[src/rtl/core/tsc_pkg.sv]
// shared types and constants for the tick-to-nanosecond scale factor block
// used by tsc_divider and tsc_to_ns_scale_factor; no dependencies
package tsc_pkg;

  localparam int unsigned FREQ_W  = 64;
  localparam int unsigned MUL_W   = 32;
  localparam int unsigned SHIFT_W = 8;
  // denominator after normalisation stays below 2^31
  localparam int unsigned DEN_W   = 31;
  localparam int unsigned CNT_W   = 5;

  localparam logic [FREQ_W-1:0]         NS_PER_SECOND = 64'd1000000000;
  localparam logic signed [SHIFT_W-1:0] EXP_INIT      = 8'sd32;
  localparam logic [CNT_W-1:0]          DIV_LAST      = 5'd31;

  typedef enum logic [2:0] {
    ST_IDLE,
    ST_DEN_DOWN,
    ST_NUM_UP,
    ST_DEN_FIX,
    ST_NUM_DOWN,
    ST_DIVIDE,
    ST_DELIVER
  } tsc_state_e;

endpackage

[src/rtl/core/tsc_to_ns_scale_factor.sv]
// top level: normalises 1e9 / tick frequency and divides it into a multiplier and shift
// depends on tsc_pkg and tsc_divider
//
//   channel  signals                                   dir  beat
//   in       in_valid_i / in_stall_o                   in   tick_frequency_i
//   out      out_valid_o / out_stall_i                 out  scale_multiplier_o,
//                                                           scale_shift_o,
//                                                           zero_frequency_error_o
//
// one beat at a time: one normalising shift per cycle (denominator down, numerator
// up, denominator fix, numerator down), then the serial divider; a zero frequency
// skips both and goes straight to delivery
// rst_ni clears the sequencer and the output valid; no clearing pass
// a new beat is taken while the last result still waits on out_stall_i; a finished
// result waits in the sequencer until the output register is free
module tsc_to_ns_scale_factor
  import tsc_pkg::*;
(
  input  logic                      clk_i,
  input  logic                      rst_ni,
  input  logic                      in_valid_i,
  output logic                      in_stall_o,
  input  logic [FREQ_W-1:0]         tick_frequency_i,
  output logic                      out_valid_o,
  input  logic                      out_stall_i,
  output logic [MUL_W-1:0]          scale_multiplier_o,
  output logic signed [SHIFT_W-1:0] scale_shift_o,
  output logic                      zero_frequency_error_o
);

  tsc_state_e state_q, state_d;

  logic [FREQ_W-1:0]         num_q, num_d;
  logic [FREQ_W-1:0]         den_q, den_d;
  logic signed [SHIFT_W-1:0] exp_q, exp_d;
  logic                      zero_q, zero_d;

  logic                      out_valid_q, out_valid_d;
  logic [MUL_W-1:0]          mul_q;
  logic signed [SHIFT_W-1:0] shift_q;
  logic                      err_q;

  logic accept;
  logic den_big, num_low, num_lt_den, num_big;
  logic out_free;
  logic div_start, out_load;
  logic div_done;
  logic [MUL_W-1:0] div_quot;

  assign accept   = in_valid_i && !in_stall_o;
  assign out_free = !out_valid_q || !out_stall_i;

  // normalisation tests, den stays below 2^31 after the first phase
  assign den_big    = |den_q[FREQ_W-1:DEN_W];
  assign num_low    = (num_q < {den_q[FREQ_W-DEN_W-1:0], {DEN_W{1'b0}}}) && !num_q[FREQ_W-1];
  assign num_lt_den = (num_q < den_q);
  assign num_big    = (num_q >= {den_q[FREQ_W-MUL_W-1:0], {MUL_W{1'b0}}});

  // next state
  always_comb begin
    state_d = state_q;
    case (state_q)
      ST_IDLE: begin
        if (accept) begin
          state_d = (tick_frequency_i == '0) ? ST_DELIVER : ST_DEN_DOWN;
        end
      end
      ST_DEN_DOWN: begin
        if (!den_big) state_d = ST_NUM_UP;
      end
      ST_NUM_UP: begin
        if (!num_low) state_d = ST_DEN_FIX;
      end
      ST_DEN_FIX: begin
        if (!num_lt_den) state_d = ST_NUM_DOWN;
      end
      ST_NUM_DOWN: begin
        if (!num_big) state_d = ST_DIVIDE;
      end
      ST_DIVIDE: begin
        if (div_done) state_d = ST_DELIVER;
      end
      ST_DELIVER: begin
        if (out_free) state_d = ST_IDLE;
      end
      default: state_d = ST_IDLE;
    endcase
  end

  // sequencer outputs
  always_comb begin
    in_stall_o = 1'b1;
    div_start  = 1'b0;
    out_load   = 1'b0;
    case (state_q)
      ST_IDLE:     in_stall_o = 1'b0;
      ST_NUM_DOWN: div_start  = !num_big;
      ST_DELIVER:  out_load   = out_free;
      default: begin
        in_stall_o = 1'b1;
      end
    endcase
  end

  // normalisation datapath, one shift per cycle
  always_comb begin
    num_d  = num_q;
    den_d  = den_q;
    exp_d  = exp_q;
    zero_d = zero_q;
    case (state_q)
      ST_IDLE: begin
        if (accept) begin
          num_d  = NS_PER_SECOND;
          den_d  = tick_frequency_i;
          exp_d  = EXP_INIT;
          zero_d = (tick_frequency_i == '0);
        end
      end
      ST_DEN_DOWN: begin
        if (den_big) begin
          den_d = den_q >> 1;
          exp_d = exp_q - SHIFT_W'(1);
        end
      end
      ST_NUM_UP: begin
        if (num_low) begin
          num_d = num_q << 1;
          exp_d = exp_q - SHIFT_W'(1);
        end
      end
      ST_DEN_FIX: begin
        if (num_lt_den) begin
          den_d = den_q >> 1;
          exp_d = exp_q + SHIFT_W'(1);
        end
      end
      ST_NUM_DOWN: begin
        if (num_big) begin
          num_d = num_q >> 1;
          exp_d = exp_q + SHIFT_W'(1);
        end
      end
      default: begin
        num_d = num_q;
      end
    endcase
  end

  // serial quotient
  tsc_divider u_divider (
    .clk_i   (clk_i),
    .rst_ni  (rst_ni),
    .start_i (div_start),
    .num_i   (num_q[FREQ_W-2:0]),
    .den_i   (den_q[DEN_W-1:0]),
    .done_o  (div_done),
    .quot_o  (div_quot)
  );

  // output beat valid
  always_comb begin
    out_valid_d = out_valid_q;
    if (out_load) begin
      out_valid_d = 1'b1;
    end else if (!out_stall_i) begin
      out_valid_d = 1'b0;
    end
  end

  // control registers
  always_ff @(posedge clk_i or negedge rst_ni) begin
    if (!rst_ni) begin
      state_q     <= ST_IDLE;
      out_valid_q <= 1'b0;
    end else begin
      state_q     <= state_d;
      out_valid_q <= out_valid_d;
    end
  end

  // working registers
  always_ff @(posedge clk_i) begin
    num_q  <= num_d;
    den_q  <= den_d;
    exp_q  <= exp_d;
    zero_q <= zero_d;
  end

  // output register, zero frequency forces both fields to zero
  always_ff @(posedge clk_i) begin
    if (out_load) begin
      mul_q   <= zero_q ? '0 : div_quot;
      shift_q <= zero_q ? '0 : exp_q;
      err_q   <= zero_q;
    end
  end

  assign out_valid_o            = out_valid_q;
  assign scale_multiplier_o     = mul_q;
  assign scale_shift_o          = shift_q;
  assign zero_frequency_error_o = err_q;

endmodule

[src/rtl/core/tsc_divider.sv]
// restoring divider, one quotient bit per cycle, 63-bit dividend by 31-bit divisor
// the dividend must be below divisor * 2^32; depends on tsc_pkg
module tsc_divider
  import tsc_pkg::*;
(
  input  logic               clk_i,
  input  logic               rst_ni,
  input  logic               start_i,
  input  logic [FREQ_W-2:0]  num_i,
  input  logic [DEN_W-1:0]   den_i,
  output logic               done_o,
  output logic [MUL_W-1:0]   quot_o
);

  logic             busy_q, busy_d;
  logic             done_q, done_d;
  logic [CNT_W-1:0] cnt_q, cnt_d;
  logic [DEN_W-1:0] rem_q, rem_d;
  logic [DEN_W-1:0] den_q, den_d;
  logic [MUL_W-1:0] lo_q, lo_d;
  logic [MUL_W-1:0] quot_q, quot_d;

  logic [MUL_W-1:0] trial;
  logic [MUL_W-1:0] den_ext;
  logic [MUL_W-1:0] diff;
  logic             take;

  // one trial subtraction per cycle
  assign trial   = {rem_q, lo_q[MUL_W-1]};
  assign den_ext = {1'b0, den_q};
  assign take    = (trial >= den_ext);
  assign diff    = trial - den_ext;

  // next-value logic
  always_comb begin
    busy_d = busy_q;
    done_d = done_q;
    cnt_d  = cnt_q;
    rem_d  = rem_q;
    den_d  = den_q;
    lo_d   = lo_q;
    quot_d = quot_q;
    if (start_i) begin
      busy_d = 1'b1;
      done_d = 1'b0;
      cnt_d  = '0;
      rem_d  = num_i[FREQ_W-2:MUL_W];
      lo_d   = num_i[MUL_W-1:0];
      den_d  = den_i;
    end else if (busy_q) begin
      rem_d  = take ? diff[DEN_W-1:0] : trial[DEN_W-1:0];
      lo_d   = {lo_q[MUL_W-2:0], 1'b0};
      quot_d = {quot_q[MUL_W-2:0], take};
      cnt_d  = cnt_q + CNT_W'(1);
      if (cnt_q == DIV_LAST) begin
        busy_d = 1'b0;
        done_d = 1'b1;
      end
    end
  end

  // control registers
  always_ff @(posedge clk_i or negedge rst_ni) begin
    if (!rst_ni) begin
      busy_q <= 1'b0;
      done_q <= 1'b0;
      cnt_q  <= '0;
    end else begin
      busy_q <= busy_d;
      done_q <= done_d;
      cnt_q  <= cnt_d;
    end
  end

  // datapath registers
  always_ff @(posedge clk_i) begin
    rem_q  <= rem_d;
    den_q  <= den_d;
    lo_q   <= lo_d;
    quot_q <= quot_d;
  end

  assign done_o = done_q;
  assign quot_o = quot_q;

endmodule
[config.mk]
export PLATFORM = sky130hd
export DESIGN_NAME = tsc_to_ns_scale_factor
export DESIGN_NICKNAME = d
export VERILOG_FILES = /design/src/rtl/core/tsc_pkg.sv /design/src/rtl/core/tsc_to_ns_scale_factor.sv /design/src/rtl/core/tsc_divider.sv
export SDC_FILE = /design/constraint.sdc
export NUM_CORES = 1
export LEC_CHECK = 0
export BUFFER_PORTS_ARGS = -buffer_cell sky130_fd_sc_hd__buf_2
export CORE_MARGIN = 2
export CORE_UTILIZATION = 24
export CTS_CLUSTER_DIAMETER = 80
export DETAILED_ROUTE_END_ITERATION = 10
export GPL_TIMING_DRIVEN = 1
export PLACE_DENSITY = 0.43
export SLEW_MARGIN = 15
export SYNTH_ARGS = -nofsm -noshare
export SYNTH_HDL_FRONTEND = slang
export SYNTH_SLANG_ARGS = --single-unit
[constraint.sdc]
create_clock -name clk_i -period 11.7 [get_ports clk_i]
set_input_delay 1.17 -clock clk_i [delete_from_list [all_inputs] [get_ports clk_i]]
set_output_delay 1.17 -clock clk_i [all_outputs]
set_load 0.03 [all_outputs]
-- Word level (Yosys, flattened, before mapping)
Index checks and enable logic that the tools add are counted.
- register bits: 315
- input bits: 68
- add/subtract/negate cells: 4
- $lt $le $gt $ge: 4
- equal/unequal tests: 19
- multiplexer cells: 41
- bitwise logic cells: 1
- reductions and logical operators: 22
- operators by type and width (kind ; number):
    $mux 64 ; 6
    $pmux 64 s3 ; 2
    $lt 64x64->1 ; 2
    $mux 31 ; 3
    $ge 64x64->1 ; 1
    $logic_not 64->1 ; 1
    $mux 32 ; 2
    $mux 8 ; 5
    $pmux 8 s5 ; 1
    $reduce_or 33->1 ; 1
    $ge 32x31->1 ; 1
    $sub 31x31->31 ; 1
    $mux 3 ; 8
    $pmux 3 s7 ; 1
    $ne 2x2->1 const B ; 10
    $mux 1 ; 11
    $mux 5 ; 2
    $eq 3x3->1 const B ; 3
    $add 8x2->8 const B ; 1
    $reduce_and 4->1 ; 2
    $sub 8x2->8 const B ; 1
    $reduce_and 7->1 ; 1
    $eq 3x2->1 const B ; 2
    $reduce_and 2->1 ; 3
    13 further kinds ; 20

-- Longest topological paths before layout
- depth in word-level cells: 5
- gate-level depth with buffers: 14

-- By module
Synthesis repeated with hierarchy kept, for this count alone.
- cells, all modules: 1471
- area total of the unflattened synthesis: 17882.2 µm²
- modules (own cells, without submodules) (module ; instances ; cells an instance ; area each (µm²) ; sequential area each (µm²)):
    tsc_to_ns_scale_factor ; 1 ; 900 ; 10908.0 ; 5445.2
    tsc_divider ; 1 ; 571 ; 6974.2 ; 3958.8

-- Worst setup path before layout
OpenSTA, ideal clock, no wires.
- kind: reg2reg
- start: register num_q[54]
- end: register num_q[0], enable pin
- arrival: 7107 ps
- data required time: 11122 ps
- path slack: 4015 ps
- cell stages (with the launch flop): 12
- buffers on the path: 1
- period minus slack after synthesis: 7685 ps
- path through: edfxtp_1 ha_1 nand4_1 nor3_1 nand3_1 or4_1 o221ai_1 a211o_2 buf_4 o21ai_0 a21o_1 nor3b_1
- longest elaborated chain between the ends: 4
- elaborated cells between the ends (all ways): 6
- ends and longest elaborated chain (what ; RTL line ; source):
    start: declaration ; tsc_to_ns_scale_factor.sv:33 ; logic [FREQ_W-1:0] num_q, num_d;
    start signal: assignment ; tsc_to_ns_scale_factor.sv:184 ; num_q <= num_d;
    $lt 64x64->1 ; tsc_to_ns_scale_factor.sv:55 ; assign num_low = (num_q < {den_q[FREQ_W-DEN_W-1:0], {DEN_W{1'b0}}}) && !num_q[FREQ_W-1];
    $logic_and 1x1->1 ; tsc_to_ns_scale_factor.sv:55 ;
    $ne 2x2->1 (no line) ; -- ;
    $reduce_and 4->1 (no line) (*) ; -- ;
Mark *: on every way between the ends. The rest lies on a longest branch, timed or not.
A chain may end at the register's enable or synchronous reset.

-- Worst setup path after layout
- start: register num_q[54]
- end: register num_q[8], enable pin
The elaborated chain is that of the path after synthesis.

==> results.ini <==
[die]
fp.dieW_microns=276
coreArea_sq_um=73200
row_count=99
start_util_pct=24.3
dieHeight_microns=276
die_area_sq_um=76400
io-pin-count=111

[critical_path]
rr_startpoint=num_q[54]
arrival_ps=5540
cp_slowest_cell=buf_4
cp_common_cell=buf_4
required_ps=11850
path_cells=ha_1 -> nand4_1 -> nor3_1 -> nand3_1 -> or4_1 -> o221ai_1 -> a211o_4 -> buf_4 -> o21ai_0 -> a21o_1 -> nor3b_2 -> buf_4
max_stage_delay_ps=710
crit_start=num_q[54]
start_kind=register
timing.setup.critical_path_class=register to register
worst-path-max-fanout=64
cp-end-kind=register

[layout]
drive_gt1_share_pct=17.3
layout.cells.non_filler=2597
final_common_cell=edfxtp_1
multiInputGateArea_sq_um=7760
fillerInstances=7540
regArea_sq_um=9400
syn_to_final_growth_pct=15.5
fin_nets=1846
layout.cells.most_common_list=edfxtp_1 (304), ha_1 (166), inv_1 (116)
fin_area_sq_um=20600

[cts]
path_clk_slew_ps=60
htree_levels=2
postCtsSetupRepairBufs=0
clkLatencyLatePin_ps=530
cts_hold_buf=0
cts_sinks=315
cts-root-buf=clkbuf_16
clockBufferDepth=3
cts_buffers=36
cts_tree=yes
cts_resized=0

[power_and_ir_drop]
power_uw=2340
ir_drop_v=0.0000829
leakage_uw=0.00799
powerDensity_nw_per_um2=114

[yosys]
avgSynthCellArea_sq_um=11.9
synth_xor_area_share_pct=1.62
yosys.cell_types.count=64
ys_ff_latch=315
synth-compound-area-share_pct=13.4
dominantRegCellSynth=edfxtp_1
synthMuxAreaShare_pct=6.40
synth_edf_count=304
syn_area_sq_um=17800
yosys.area_share.simple_pct=10.0
synth_nets=1734
synth_top_family_by_area=compound AO/OA/AOI/OAI gates
async_reset_ff_share_pct=3.49
synth-seq-area-share_pct=52.8
syn_inst=1498
synthAdderAreaFrac_pct=11.9
yosysWarnings=0

[sta]
tns_ps=0
fin_crit_ps=5400
max_freq_mhz=185
clock_skew_ps=17.0
slew-limit-headroom_pct=34.1
setup_ws_ps=6300
setup_viol=0
maxSlewViolCount=0
finalCritPeriodShare_pct=46.1
worst_pin_slew_ps=963
final-hold-violation-count=0
rsz0062_at_grt=no

[placed_design]
placed_area_sq_um=19500
place.gp.congestion=0.864
dp_hpwl_microns=39400
dp_slack_ps=6240
port_buffers=110
placed_cells=2531

[grt]
grt_max_degree=66
grt.busiest_layer=met2
grt_use_met3_pct=1.75
use_met2_pct=22.0
gr-usage-all-layers_pct=13.7
antenna_found_initial=4
use_met1_pct=19.2
grt_overflow=0
grt_pass1_vias=12733
grt_pass1_wl_microns=80900

[route]
initialDrtViolationCount=781
drc_errors=0
first_pass_iters=5
viasPerCell=4.75
wire_per_inst_microns=20.5
wl_microns=53200
vias=12339
detail-route-antenna-nets=0

[job]
drv_cap=0

[hold_path]
hp-class=register to register
hp-start=u_divider.quot_o[4]

[run_status]
status=complete, no violations

[logic make-up after synthesis]
logic type | Yosys count
AND/OR/NAND/NOR | 358
AO/OA/AOI/OAI | 354
adder cells (fa/ha/maj) | 168
XOR/XNOR | 33
buffers and inverters | 168
flip-flops | 315
multiplexers | 102
[synthesized netlist by cell type (all sizes together) (12+ instances only)]
| cell | number | area share [%] |
|---|---|---|
| edfxtp | 304 | 51 |
| nor4 | 33 | 1.2 |
| xnor2 | 15 | 0.74 |
| clkbuf | 32 | 0.67 |
| a22oi | 15 | 0.63 |
| a21o | 59 | 2.5 |
| nand4 | 39 | 1.4 |
| mux2 | 95 | 6.0 |
| nor2b | 50 | 1.8 |
| inv | 118 | 2.5 |
| nand3 | 18 | 0.51 |
| nor2 | 99 | 2.1 |
| ha | 166 | 12 |
| a22o | 47 | 2.3 |
| o21ai | 40 | 1.1 |
| buf | 18 | 0.75 |
| a21oi | 112 | 3.1 |
| nand2 | 75 | 1.6 |
| nor3 | 16 | 0.45 |
| xor2 | 18 | 0.89 |
| o21bai | 12 | 0.51 |
[routing by layer]
layer	vias up	routed length, microns
met5	-	34
met4	6	1270
met3	69	1980
met2	221	24100
met1	6166	25800
li1	5877	-
[sequential cells by signal, indices dropped and copies added, names as in the netlist, 3 cells and up]
| signal | count |
|---|---|
| u_divider.rem_q | 31 |
| u_divider.quot_o | 32 |
| u_divider.lo_q | 32 |
| den_q | 64 |
| scale_shift_o | 8 |
| state_q | 3 |
| num_q | 64 |
| exp_q | 8 |
| scale_multiplier_o | 32 |
| u_divider.den_q | 31 |
| u_divider.cnt_q | 5 |
[stage by stage]
| stage | util, % | hold slack (ps) |
|---|---|---|
| global placement | 26.6 | 420 |
| detailed placement | 26.6 | 428 |
| floorplan | - | 418 |
| finish | 28.1 | 440 |
| CTS | 28.1 | 442 |
| global route | 28.1 | 447 |
[where the power goes]
part           total (uW)      switching [uW]  internal (uW)  leakage [uW]
sequential           1220  0.0000000000000109           1220       0.00279
combinational        34.1                17.4           16.7       0.00467
clock                1090                 469            620      0.000533
[final timing paths]
| path | end | slack [ps] | depth (start not counted) |
|---|---|---|---|
| max in group asynchronous | state_q[2] | 10960 | 1 |
| setup / recovery | num_q[8] | 6300 | 12 |
| min in group asynchronous | u_divider.cnt_q[2] | 510 | 1 |
| hold reg to reg | u_divider.quot_o[5] | 440 | 0 |
| setup reg to reg | num_q[8] | 6300 | 12 |
| hold / removal | u_divider.quot_o[5] | 440 | 0 |
[critical path, delay by kind of cell (launching register included)]
kind	cells	cell delay, ps
and+or+nand+nor	5	1460
buffers and inverters	2	1400
AOI/OAI and AO/OA	4	1210
DFF	1	500
adders and majority gates	1	350
[layout make-up]
class | instances | share of cell area, %
antenna | 1 | 0.0122
clock buffer | 52 | 4.87
clock inverter | 13 | 0.481
inverter | 118 | 2.15
multi-input combinational | 1015 | 37.7
sequential | 315 | 45.7
tap | 959 | 5.83
timing repair buffer | 124 | 3.19
No activity file was read; power rests on OpenSTA's default activity.
